**config.mk**
```make
export PLATFORM = sky130hd
export DESIGN_NAME = pbc_ctrl
export DESIGN_NICKNAME = d
export VERILOG_FILES = /design/src/hw/rtl/pbc_pkg.sv /design/src/hw/rtl/pbc_ctrl.sv
export SDC_FILE = /design/constraint.sdc
export NUM_CORES = 1
export LEC_CHECK = 0
export BUFFER_PORTS_ARGS = -buffer_cell sky130_fd_sc_hd__buf_2
export CELL_PAD_IN_SITES_DETAIL_PLACEMENT = 0
export CELL_PAD_IN_SITES_GLOBAL_PLACEMENT = 1
export CORE_MARGIN = 1.5
export CORE_UTILIZATION = 45
export DETAILED_ROUTE_END_ITERATION = 12
export PLACE_DENSITY = 0.81
export SYNTH_ARGS = -nofsm -noshare
export SYNTH_HDL_FRONTEND = slang
export SYNTH_SLANG_ARGS = --single-unit
export TNS_END_PERCENT = 10
```
**constraint.sdc**
```tcl
create_clock -name clk_i -period 4.4 [get_ports clk_i]
set_clock_uncertainty 0.15 [all_clocks]
set_input_delay 0.66 -clock clk_i [delete_from_list [all_inputs] [get_ports clk_i]]
set_output_delay 0.66 -clock clk_i [all_outputs]
set_load 0.02 [all_outputs]
```
**src/hw/rtl/pbc_pkg.sv**
```systemverilog
// ----------------------------------------------------------------------------
// pbc_pkg
// Shared types, constants and helpers for the particle box collision step core.
// ----------------------------------------------------------------------------
package pbc_pkg;

  localparam int unsigned MaxSubsteps = 8;
  localparam int unsigned SubCntW     = $clog2(MaxSubsteps + 1);

  // Coordinates and velocities: signed Q5.10.
  localparam int unsigned CoordW = 16;
  // Wide working values.
  localparam int unsigned WideW  = 40;

  localparam int unsigned CfgIdxW  = 3;
  localparam int unsigned CfgDataW = 48;

  localparam logic [CfgIdxW-1:0] CfgBoxLow   = 3'd0;
  localparam logic [CfgIdxW-1:0] CfgBoxHigh  = 3'd1;
  localparam logic [CfgIdxW-1:0] CfgRadius   = 3'd2;
  localparam logic [CfgIdxW-1:0] CfgGravity  = 3'd3;
  localparam logic [CfgIdxW-1:0] CfgRest     = 3'd4;
  localparam logic [CfgIdxW-1:0] CfgFriction = 3'd5;
  localparam logic [CfgIdxW-1:0] CfgDrag     = 3'd6;

  // Datapath operations, one per controller step.
  typedef enum logic [3:0] {
    OpNone    = 4'd0,
    OpLoad    = 4'd1,
    OpStart   = 4'd2,
    OpAcc     = 4'd3,
    OpVel     = 4'd4,
    OpPos     = 4'd5,
    OpHit     = 4'd6,
    OpDivInit = 4'd7,
    OpDivStep = 4'd8,
    OpDt      = 4'd9,
    OpCont    = 4'd10,
    OpResp    = 4'd11,
    OpFree    = 4'd12
  } op_e;

  typedef struct packed {
    op_e        op;
    logic [1:0] axis;
  } pbc_cmd_t;

  typedef struct packed {
    logic hit;
    logic time_left;
    logic div_done;
  } pbc_sts_t;

  function automatic logic signed [WideW-1:0] round_shr(
      input logic signed [WideW-1:0] x, input int unsigned s);
    logic signed [WideW-1:0] t;
    t = x + (WideW'(1) <<< (s - 1));
    return t >>> s;
  endfunction

  function automatic logic signed [CoordW-1:0] sat_coord(input logic signed [WideW-1:0] x);
    logic signed [WideW-1:0] hi;
    logic signed [WideW-1:0] lo;
    hi = WideW'((64'sd1 <<< (CoordW - 1)) - 1);
    lo = -hi - WideW'(1);
    if (x > hi) begin
      return hi[CoordW-1:0];
    end else if (x < lo) begin
      return lo[CoordW-1:0];
    end
    return x[CoordW-1:0];
  endfunction

endpackage

```
**src/hw/rtl/pbc_ctrl.sv**
```systemverilog
// ----------------------------------------------------------------------------
// pbc_ctrl
// Controller: sequences load, Euler substeps, hit test, division and response.
// ----------------------------------------------------------------------------
module pbc_ctrl import pbc_pkg::*; (
  input  logic     clk_i,
  input  logic     rst_ni,
  input  logic     in_valid_i,
  input  logic     in_func_i,
  output logic     in_ready_o,
  output logic     out_load_o,
  input  logic     out_busy_i,
  output pbc_cmd_t cmd_o,
  input  pbc_sts_t sts_i
);

  typedef enum logic [10:0] {
    StIdle  = 11'b000_0000_0001,
    StAcc   = 11'b000_0000_0010,
    StVel   = 11'b000_0000_0100,
    StPos   = 11'b000_0000_1000,
    StHit   = 11'b000_0001_0000,
    StDivI  = 11'b000_0010_0000,
    StDivS  = 11'b000_0100_0000,
    StDt    = 11'b000_1000_0000,
    StCont  = 11'b001_0000_0000,
    StResp  = 11'b010_0000_0000,
    StDone  = 11'b100_0000_0000
  } state_e;

  state_e state_q, state_d;
  logic [SubCntW-1:0] sub_q, sub_d;
  logic [1:0] ax_q, ax_d;

  assign in_ready_o = (state_q == StIdle) && !out_busy_i;

  always_comb begin
    state_d = state_q;
    sub_d = sub_q;
    ax_d = ax_q;
    cmd_o.op = OpNone;
    cmd_o.axis = ax_q;
    out_load_o = 1'b0;
    unique case (state_q)
      StIdle: begin
        if (in_valid_i && in_ready_o) begin
          sub_d = '0;
          if (in_func_i) begin
            cmd_o.op = OpLoad;
            state_d = StDone;
          end else begin
            cmd_o.op = OpStart;
            state_d = StAcc;
          end
        end
      end
      StAcc: begin
        if (!sts_i.time_left || sub_q == SubCntW'(MaxSubsteps)) begin
          state_d = StDone;
        end else begin
          cmd_o.op = OpAcc;
          sub_d = sub_q + SubCntW'(1);
          state_d = StVel;
        end
      end
      StVel: begin
        cmd_o.op = OpVel;
        state_d = StPos;
      end
      StPos: begin
        cmd_o.op = OpPos;
        state_d = StHit;
      end
      StHit: begin
        cmd_o.op = OpHit;
        state_d = StDivI;
      end
      StDivI: begin
        if (sts_i.hit) begin
          cmd_o.op = OpDivInit;
          state_d = StDivS;
        end else begin
          cmd_o.op = OpFree;
          state_d = StDone;
        end
      end
      StDivS: begin
        cmd_o.op = OpDivStep;
        if (sts_i.div_done) begin
          state_d = StDt;
        end
      end
      StDt: begin
        cmd_o.op = OpDt;
        state_d = StCont;
      end
      StCont: begin
        cmd_o.op = OpCont;
        state_d = StResp;
      end
      StResp: begin
        cmd_o.op = OpResp;
        state_d = StAcc;
      end
      StDone: begin
        out_load_o = 1'b1;
        state_d = StIdle;
      end
      default: state_d = StIdle;
    endcase
  end

  always_ff @(posedge clk_i or negedge rst_ni) begin
    if (!rst_ni) begin
      state_q <= StIdle;
      sub_q <= '0;
      ax_q <= '0;
    end else begin
      state_q <= state_d;
      sub_q <= sub_d;
      ax_q <= ax_d;
    end
  end

  a_sub_bound: assert property (@(posedge clk_i) disable iff (!rst_ni)
    sub_q <= SubCntW'(MaxSubsteps)) else $error("substep count overflow");
  a_ready_idle: assert property (@(posedge clk_i) disable iff (!rst_ni)
    in_ready_o |-> state_q == StIdle) else $error("ready outside idle");
  a_done_load: assert property (@(posedge clk_i) disable iff (!rst_ni)
    state_q == StDone |-> out_load_o) else $error("done without result load");

endmodule

```
==> results of run 1 <==
==> area by class of cell <==
cell class                      instances  area (sq um)  area share, %
Multi-Input combinational cell         85         593.1          53.20
Sequential cell                        15         376.6          33.78
Timing Repair Buffer                   13         65.06          5.836
Tap cell                               28         35.03          3.143
Clock buffer                            4         26.28          2.357
Inverter                                5         18.77          1.684
==> metrics by stage <==
stage | std cells | cell area (sq um)
2_1_floorplan | 113 | 1061
3_3_place_gp | 146 | 1089
3_5_place_dp | 146 | 1089
4_1_cts | 150 | 1115
5_1_grt | 150 | 1115
6_report | 150 | 1115
==> registers in the layout (all words and copies together), names as in the netlist <==
signal / count
state_q: 11
sub_q: 4
==> cells by family after synthesis <==
family                     Yosys count  share of synthesized area [%]
AOI/OAI and AO/OA                   20                          15.50
xor gates and xnor gates             7                          5.799
adders and majority gates            3                          3.431
buffers and inverters               13                          8.638
DFF                                 15                          35.62
muxes                                1                          1.065
other                                1                         0.3547
and+or+nand+nor                     52                          29.59
==> synth_stat cells, types with 2 or more instances <==
library cell	number
nand2b_1	2
inv_1	5
nand3_1	3
xor2_1	2
a211o_1	3
nand2_1	5
or2_2	2
a22o_1	2
nand4_1	2
buf_4	2
a21o_1	3
nor3_1	5
and3b_1	2
nor4b_1	2
and4b_1	2
buf_2	2
buf_6	3
nor2_1	12
nand3b_1	2
ha_1	2
a31oi_1	2
nor4_1	3
xnor2_1	5
nor2b_1	3
dfrtp_1	14
a221o_1	2
==> routing by layer <==
metal,share of wire [%],up-vias
li1,-,427
met1,48,425
met2,47,15
met3,3.3,4
met4,1.5,0
met5,0,-
==> worst register-to-register path: stages, from the launching register on <==
cell and delay, ps:
dfrtp_1 490, nor3_1 470, nand3_1 250, a21o_1 260, a221o_1 360
==> power breakdown <==
part           internal, mW  total [mW]  switching (mW)
combinational        0.0953       0.228           0.133
clock                0.0352      0.0807          0.0455
sequential            0.161       0.192          0.0305
==> worst min path at each step <==
| stage | slack, ps | end |
|---|---|---|
| after floorplan | 210 | state_q[10] |
| after global placement | 390 | sub_q[1] |
| after detailed placement | 390 | sub_q[1] |
| after CTS | 130 | state_q[2] |
| after global routing | 140 | state_q[3] |
| final | 120 | state_q[3] |
==> qor.csv, run 1 <==
stage,metric,value,unit
run,maxCapViolCount,0,
clocking,cts_hold_buf,0,
worst_setup_path,cp_slowest_stage_delay,600,ps
final_layout,final_cell_mix,"dfrtp_1, buf_2, nor2_1",
floorplan,initial_core_util,47.79,%
synthesis,synth_ff_type,dfrtp_1,
floorplan,die_w,51.47,um
route,wl_per_cell,15.09,um
synthesis,yosysTopAreaCell,dfrtp_1,
sta,finalSetupTns,0,ps
clocking,cts_max_path_buffers,2,
final_layout,nNetsFinal,133,
floorplan,die_area,0.002649,sq mm
clocking,postCtsSetupBuffers,0,
placement,pre_cts_ws,1707,ps
worst_setup_path,critPathSlowestCell,or4_1,
grt,met1_usage,26.38,%
route,via_count,871,
sta,rsz0062_at_grt,false,
worst_setup_path,r2r_end,sub_q[2],
worst_setup_path,worstPathMaxFanout,7,
worst_setup_path,critPathCaptureType,output port,
clocking,clkTransAtPathRegs,90,ps
outcome,run_status,"finished, final reports clean",
worst_setup_path,worstSetupEndpoint,cmd_o[4],
power_and_ir_drop,p_leak,0.5408,nW
sta,setup_violations,0,
sta,finalCritPeriodShare,68.46,%
sta,hold_viol,0,
floorplan,die_y,51.47,um
worst_setup_path,crit_arrival,2200,ps
sta,worst_slew_pin_slew,491.5,ps
clocking,cts_buffers,3,
sta,fin_ws,1388,ps
final_layout,final_common_cell,dfrtp_1,
grt,grt_pass1_wl,3774,um
worst_setup_path,critPathLaunchType,flop,
floorplan,io_pins,16,
route,antenna_left,0,
grt,use_met2,31.20,%
route,routed_wirelength,2263,um
worst_setup_path,criticalPathCategory,reg -> out,
power_and_ir_drop,ir_drop,0.2778,mV
clocking,root_buffer,clkbuf_4,
power_and_ir_drop,p_total,0.5009,mW
clocking,clk_latency,280,ps
clocking,post_cts_resized,0,
grt,grt_usage,19.85,%
synthesis,synth_cell_types,46,
floorplan,rows,17,
grt,grt_max_degree,16,
worst_setup_path,crit_required,3590,ps
route,viasPerCell,5.807,
grt,gr-usage-met3,5.263,%
final_layout,area_growth,5.444,%
clocking,htreeDepth,1,
placement,dpl.hpwl,1726,um
grt,grt-ovfl-total,0,
route,first_pass_iters,4,
synthesis,avgSynthCellArea,9.440,sq um
sta,maxSlewViolCount,0,
power_and_ir_drop,cellPowerDensity,449.3,mW/mm^2
sta,fin_crit,3012,ps
final_layout,num-fill-cells,219,
worst_setup_path,setup.worst_path.start,state_q[7],
grt,busiest_layer,met2,
grt,antenna_found_initial,0,
route,drc,0,
synthesis,ys.warnings.count,0,
clocking,cts_tree,done,
route,drtIter0Drc,30,
synthesis,yosys_register_bits,15,
final_layout,diodes,0,
synthesis,syn_inst,112,
worst_setup_path,crit_cells,4,
final_layout,final_layout_size_suffix_gt1_share,18.85,%
clocking,cts_sinks,15,
worst_setup_path,r2r_slack,2310,ps
placement,place.gp.congestion,0.9101,
worst_setup_path,rr_startpoint,state_q[8],
worst_setup_path,crit_buf_inv,1,
worst_setup_path,cp_cell_sequence,or4_1 > or2_2 > o32ai_1 > buf_2,
synthesis,synth_edf_count,0,
synthesis,netlist.area_leader.share,33.14,%
synthesis,synth_area_leaders,"dfrtp_1, nor2_1, xnor2_1",
worst_setup_path,worstRegToRegCells,4,
synthesis,ys_seq_area_share,35.62,%
sta,relSlewSlack,66.98,%
synthesis,synthArstFlopShare,100.0,%
placement,portBuffers,13,
sta,fmax,332.0,MHz
sta,holdWs,123.6,ps
hold_path,hp-class,in -> async,
final_layout,final_core_util,50.40,%
synthesis,netlist_area,0.001057,sq mm
worst_setup_path,critPathTopFamily,simple AND/OR/NAND/NOR gates,
floorplan,core,0.002212,sq mm
grt,grt_pass1_vias,782,
Note: power is estimated with default switching activity, not from simulation.
==> run 2: changes to the inputs <==
--- a/config.mk
+++ b/config.mk
@@ -8,10 +8,11 @@
 export BUFFER_PORTS_ARGS = -buffer_cell sky130_fd_sc_hd__buf_2
 export CELL_PAD_IN_SITES_DETAIL_PLACEMENT = 0
 export CELL_PAD_IN_SITES_GLOBAL_PLACEMENT = 1
+export CORE_ASPECT_RATIO = 2
 export CORE_MARGIN = 1.5
-export CORE_UTILIZATION = 45
+export CORE_UTILIZATION = 38
 export DETAILED_ROUTE_END_ITERATION = 12
-export PLACE_DENSITY = 0.81
+export PLACE_DENSITY = 0.73
 export SYNTH_ARGS = -nofsm -noshare
 export SYNTH_HDL_FRONTEND = slang
 export SYNTH_SLANG_ARGS = --single-unit
==> constraint.sdc (replaced) <==
create_clock -name clk_i -period 2.65 [get_ports clk_i]
set_clock_uncertainty 0.15 [all_clocks]
set_input_delay 0.3975 -clock clk_i [delete_from_list [all_inputs] [get_ports clk_i]]
set_output_delay 0.3975 -clock clk_i [all_outputs]
set_load 0.02 [all_outputs]
==> run 2 against run 1 <==
Hold slack improved by 180 ps. Sequential power increased by 63%. Die area increased by 18%. First-iteration DRC count decreased by 27%. Critical endpoint is now cmd_o[5].
==> qor.csv, run 2 (synthesis gave the netlist of run 1 again) <==
stage,metric,value,unit,change
floorplan,die_area,0.003127,sq mm,+18%
worst_setup_path,critPathCaptureType,output port,,
grt,gr-usage-met3,2.286,%,-3.0 points
worst_setup_path,cp_cell_sequence,or4_4 > nor4b_2 > a22oi_1 > nand2_1 > buf_2,,
clocking,cts_buffers,3,,unchanged
floorplan,die_y,77.60,um,+51%
placement,placed_area,0.001141,sq mm,+4.8%
placement,dpl.hpwl,2159,um,+25%
grt,use_met2,36.94,%,+5.7 points
sta,finalCritPeriodShare,98.33,%,
worst_setup_path,crit_arrival,2060,ps,-140 ps
grt,grt_pass1_wl,4367,um,+16%
power_and_ir_drop,p_leak,0.5985,nW,+11%
placement,dpl.cell_count,153,,+4.8%
grt,grt-ovfl-total,0,,unchanged
grt,grt_pass1_vias,930,,+19%
final_layout,final_core_util,47.21,%,-3.2 points
clocking,cts_tree,done,,
worst_setup_path,crit_required,2100,ps,-1490 ps
final_layout,fin_cells,159,,+6.0%
worst_setup_path,critPathLaunchType,flop,,
grt,grt_usage,20.16,%,+0.31 points
sta,maxSlewViolCount,0,,unchanged
worst_setup_path,criticalPathCategory,reg -> out,,
final_layout,final_common_cell,dfrtp_1,,
clocking,clkTransAtPathRegs,70,ps,-20 ps
worst_setup_path,critPathTopFamily,simple AND/OR/NAND/NOR gates,,
final_layout,reg_top3,"state_q (11), sub_q (4)",,
floorplan,core,0.002603,sq mm,+18%
final_layout,finalInstanceArea,0.001229,sq mm,+10%
floorplan,io_pins,16,,unchanged
final_layout,final_cell_mix,"dfrtp_1, buf_2, nor2_1, buf_4",,
placement,portBuffers,13,,unchanged
route,routed_wirelength,2726,um,+20%
worst_setup_path,worstPathMaxFanout,3,,-4
clocking,cts_max_path_buffers,2,,unchanged
clocking,clk_latency,250,ps,-30 ps
clocking,cts_sinks,15,,unchanged
sta,setup_violations,0,,unchanged
hold_path,hold_start,sts_i[0],,
hold_path,hp-class,in -> reg,,
floorplan,rows,26,,+9
run,maxCapViolCount,0,,unchanged
grt,grt_max_degree,16,,unchanged
grt,antenna_found_initial,0,,unchanged
route,drc,0,,unchanged
sta,fmax,383.8,MHz,
final_layout,largest_reg_flops,11,,unchanged
clocking,root_buffer,clkbuf_8,,
worst_setup_path,crit_buf_inv,1,,unchanged
floorplan,die_w,40.30,um,-22%
sta,hold_viol,0,,unchanged
final_layout,nNetsFinal,142,,+6.8%
grt,busiest_layer,met2,,
power_and_ir_drop,cellPowerDensity,761.9,mW/mm^2,+70%
final_layout,diodes,0,,unchanged
route,viasPerCell,5.686,,-2.1%
power_and_ir_drop,ir_drop,0.4128,mV,+49%
route,wl_per_cell,17.14,um,+14%
final_layout,final_layout_size_suffix_gt1_share,28.24,%,+9.4 points
route,first_pass_iters,4,,unchanged
worst_setup_path,setup.worst_path.start,state_q[7],,
final_layout,regMostFlops,state_q,,
worst_setup_path,rr_startpoint,state_q[5],,
sta,rsz0062_at_grt,true,,
grt,met1_usage,20.70,%,-5.7 points
outcome,run_status,"finished, final reports clean",,
sta,fin_crit,2606,ps,
route,antenna_left,0,,unchanged
clocking,htreeDepth,1,,unchanged
worst_setup_path,critPathSlowestCell,or4_4,,
worst_setup_path,cp_slowest_stage_delay,550,ps,-50 ps
final_layout,area_growth,16.21,%,
route,via_count,904,,+3.8%
placement,place.gp.congestion,0.7994,,-12%
sta,finalSetupTns,0,ps,unchanged
floorplan,initial_core_util,40.62,%,-7.2 points
route,drtIter0Drc,22,,-27%
[run 2: path summary, 6_finish.rpt]
path                                   end  slack, ps  cells after the start
worst max-delay path              cmd_o[5]         40                      5
worst min-delay path            state_q[7]        310                      2
worst max register to register  state_q[0]        580                      4
worst min register to register  state_q[3]        410                      1
max in group asynchronous       state_q[0]       1610                      2
min in group asynchronous       state_q[8]        430                      2
[run 2: layout make-up]
type / count / area (sq um)
clock buffers: 3 / 41.29
clock inverters: 1 / 5.005
fillers: 279 / 1374
inverters: 5 / 18.77
multi-input cells: 85 / 616.8
flip-flops and latches: 15 / 376.6
well taps: 28 / 35.03
repair buffers: 22 / 135.1
[run 2: routing by layer]
metal  routed length [um]  part of all wire [%]
met5                    0                     0
met4                   69                   2.5
met3                   97                   3.6
met2                 1623                    60
met1                  935                    34
[run 2: where the power goes]
part           leakage [nW]  switching [mW]  total [mW]  internal [mW]
sequential            0.204          0.0445       0.313          0.268
clock                0.0255          0.0893       0.194          0.104
combinational         0.369           0.240       0.429          0.190
total                 0.598           0.374       0.936          0.562
[run 2: timing repair]
action                                 CTS  global route
setup buffers                            0             1
pin swaps                                0             1
resized for setup                        1             4
setup endpoints to repair                1             5
hold buffers                             1             0
endpoints found under the hold margin   14             0
[run 2: stage by stage]
| step | worst slack (ps) | hold WS [ps] | power (mW) |
|---|---|---|---|
| 6_report | 44.20 | 306.0 | 0.9361 |
| 5_1_grt | -0.6746 | 318.3 | 1.000 |
| 4_1_cts | 14.69 | 309.0 | 0.9249 |
| 3_5_place_dp | 235.8 | 189.6 | 0.7262 |
| 3_3_place_gp | 272.6 | 180.1 | 0.7224 |
| 2_1_floorplan | 170.0 | -48.09 | 0.6234 |
==> run 3: changes to the inputs <==
--- a/config.mk
+++ b/config.mk
@@ -12,7 +12,7 @@
 export CORE_MARGIN = 1.5
 export CORE_UTILIZATION = 38
 export DETAILED_ROUTE_END_ITERATION = 12
-export PLACE_DENSITY = 0.73
+export PLACE_DENSITY_LB_ADDON = 0.1
 export SYNTH_ARGS = -nofsm -noshare
 export SYNTH_HDL_FRONTEND = slang
 export SYNTH_SLANG_ARGS = --single-unit
==> run 3 against run 2 <==
Total power is 1.3% higher. Critical endpoint is now cmd_o[4]. Clock-buffer cell count stayed put. Critical path depth is 1 lower. Sequential power is 2% higher. Core utilization is 1.2 points higher. Non-clock buffer count is 4 higher. Routed wire length is 4.9% higher. Final cell count is 2.5% higher.
==> qor.csv, run 3 (synthesis gave the netlist of run 1 again) <==
stage,metric,value,unit,change
clocking,cts_max_path_buffers,2,,unchanged
worst_setup_path,critPathCaptureType,output port,,
final_layout,final_layout_size_suffix_gt1_share,31.85,%,+3.6 points
sta,rsz0062_at_grt,false,,
worst_setup_path,crit_required,2100,ps,about the same
clocking,cts_sinks,15,,unchanged
clocking,cts_buffers,3,,unchanged
placement,dpl.hpwl,2210,um,+2.3%
final_layout,area_growth,19.05,%,
route,first_pass_iters,4,,unchanged
route,routed_wirelength,2860,um,+4.9%
sta,setup_violations,0,,unchanged
grt,antenna_found_initial,0,,unchanged
final_layout,regMostFlops,state_q,,
clocking,root_buffer,clkbuf_8,,
route,via_count,917,,+1.4%
worst_setup_path,critPathLaunchType,flop,,
route,drc,0,,unchanged
grt,grt_pass1_wl,4333,um,-0.78%
outcome,run_status,"finished, final reports clean",,
floorplan,rows,26,,unchanged
placement,placed_area,0.001134,sq mm,-0.66%
final_layout,diodes,0,,unchanged
hold_path,hold_depth,2,,unchanged
power_and_ir_drop,cell_internal_pwr,0.5689,mW,+1.1%
route,antenna_left,0,,unchanged
hold_path,hp-class,in -> reg,,
route,viasPerCell,5.626,,-1.1%
sta,holdWs,322.4,ps,+16.45 ps
clocking,htreeDepth,1,,unchanged
power_and_ir_drop,clkPwrFrac,21.0,%,+0.3 points
clocking,cts_tree,done,,
power_and_ir_drop,ir_drop,0.4532,mV,+9.8%
sta,fmax,387.8,MHz,+1.1%
floorplan,initial_core_util,40.62,%,unchanged
route,drtIter0Drc,28,,+27%
power_and_ir_drop,p_sw,0.3790,mW,+1.4%
sta,finalSetupTns,0,ps,unchanged
sta,finalCritPeriodShare,97.31,%,-1.0 points
placement,portBuffers,13,,unchanged
floorplan,core,0.002603,sq mm,unchanged
grt,grt_max_degree,16,,unchanged
worst_setup_path,crit_arrival,2030,ps,-30 ps
final_layout,largest_reg_flops,11,,unchanged
worst_setup_path,worstRegToRegCells,6,,+2
power_and_ir_drop,cellPowerDensity,753.1,mW/mm^2,-1.2%
worst_setup_path,worstPathMaxFanout,7,,+4
grt,grt_pass1_vias,916,,-1.5%
sta,hold_viol,0,,unchanged
grt,grt_usage,20.38,%,+0.22 points
clocking,clk_latency,260,ps,about the same
floorplan,die_area,0.003127,sq mm,unchanged
clocking,clkTransAtPathRegs,70,ps,about the same
route,wl_per_cell,17.55,um,+2.3%
final_layout,final_cell_mix,"buf_2, buf_4, nor2_1, dfrtp_1",,
power_and_ir_drop,combPwrFrac,45.4,%,-0.5 points
sta,maxSlewViolCount,0,,unchanged
floorplan,die_y,77.60,um,unchanged
power_and_ir_drop,p_seq_share,33.6,%,+0.2 points
power_and_ir_drop,p_leak,0.6130,nW,+2.4%
placement,place.gp.congestion,0.7659,,-4.2%
sta,fin_crit,2579,ps,-27.11 ps
final_layout,nNetsFinal,146,,+2.8%
grt,grt-ovfl-total,0,,unchanged
final_layout,reg_top3,"state_q (11), sub_q (4)",,
floorplan,die_w,40.30,um,unchanged
final_layout,num-fill-cells,272,,-2.5%
run,maxCapViolCount,0,,unchanged
worst_setup_path,criticalPathCategory,reg -> out,,
floorplan,io_pins,16,,unchanged
power_and_ir_drop,swShare,39.98,%,+0.071 points
final_layout,final_common_cell,buf_2,,
final_layout,finalInstanceArea,0.001259,sq mm,+2.4%
run 3: timing repair:
| item | in CTS | in global routing |
|---|---|---|
| hold buffers | 1 | 0 |
| buffers inserted | 0 | 6 |
| setup endpoints to repair | 5 | 5 |
| endpoints found under the hold margin | 14 | 0 |
| resized for setup | 2 | 5 |
run 3: layout make-up:
cell class	count	area, sq um	share of cell area [%]
clock buffers	3	41.29	3.280
clock inverters	1	7.507	0.5964
inverters	5	18.77	1.491
multi-input cells	85	610.6	48.51
flip-flops and latches	15	380.4	30.22
well taps	28	35.03	2.783
repair buffers	26	165.2	13.12
run 3: path summary, 6_finish.rpt:
| check | start | end | slack, ps |
|---|---|---|---|
| setup / recovery | state_q[2] | cmd_o[4] | 70 |
| hold / removal | sts_i[0] | state_q[7] | 320 |
| min in group asynchronous | rst_ni | state_q[8] | 430 |
| hold reg to reg | sub_q[3] | sub_q[3] | 410 |
| max in group asynchronous | rst_ni | state_q[0] | 1610 |
| setup reg to reg | state_q[3] | sub_q[2] | 630 |
run 3: metal layers:
| layer | track usage (%) | part of all wire (%) |
|---|---|---|
| met1 | 22.16 | 37 |
| met2 | 35.97 | 60 |
| met3 | 1.714 | 1.6 |
| met4 | 9.667 | 1.9 |
| met5 | 0 | 0 |
run 3: power by group through the flow:
| stage | combinational (mW) | sequential (mW) | clock (mW) |
|---|---|---|---|
| final | 0.431 | 0.319 | 0.199 |
| after global routing | 0.473 | 0.323 | 0.215 |
| after CTS | 0.413 | 0.319 | 0.201 |
| after detailed placement | 0.410 | 0.323 | 0 |
| after global placement | 0.402 | 0.321 | 0 |
| after floorplan | 0.320 | 0.304 | 0 |
run 3: stage by stage:
stage                     utilization (%)  cells  total power [mW]  setup WS [ps]
after floorplan                         -    113            0.6234          170.0
after global placement              43.56    152            0.7230          259.5
after CTS                           46.01    157            0.9330          7.855
after detailed placement            43.56    152            0.7327          240.9
final                               48.37    163            0.9479          71.31
after global routing                48.37    163             1.012          9.378
run 3: critical path, cell delays in order (launching register included):
cell	delay (ps)
dfrtp_2	450
or4_4	510
or2_2	330
o32ai_1	270
buf_2	210
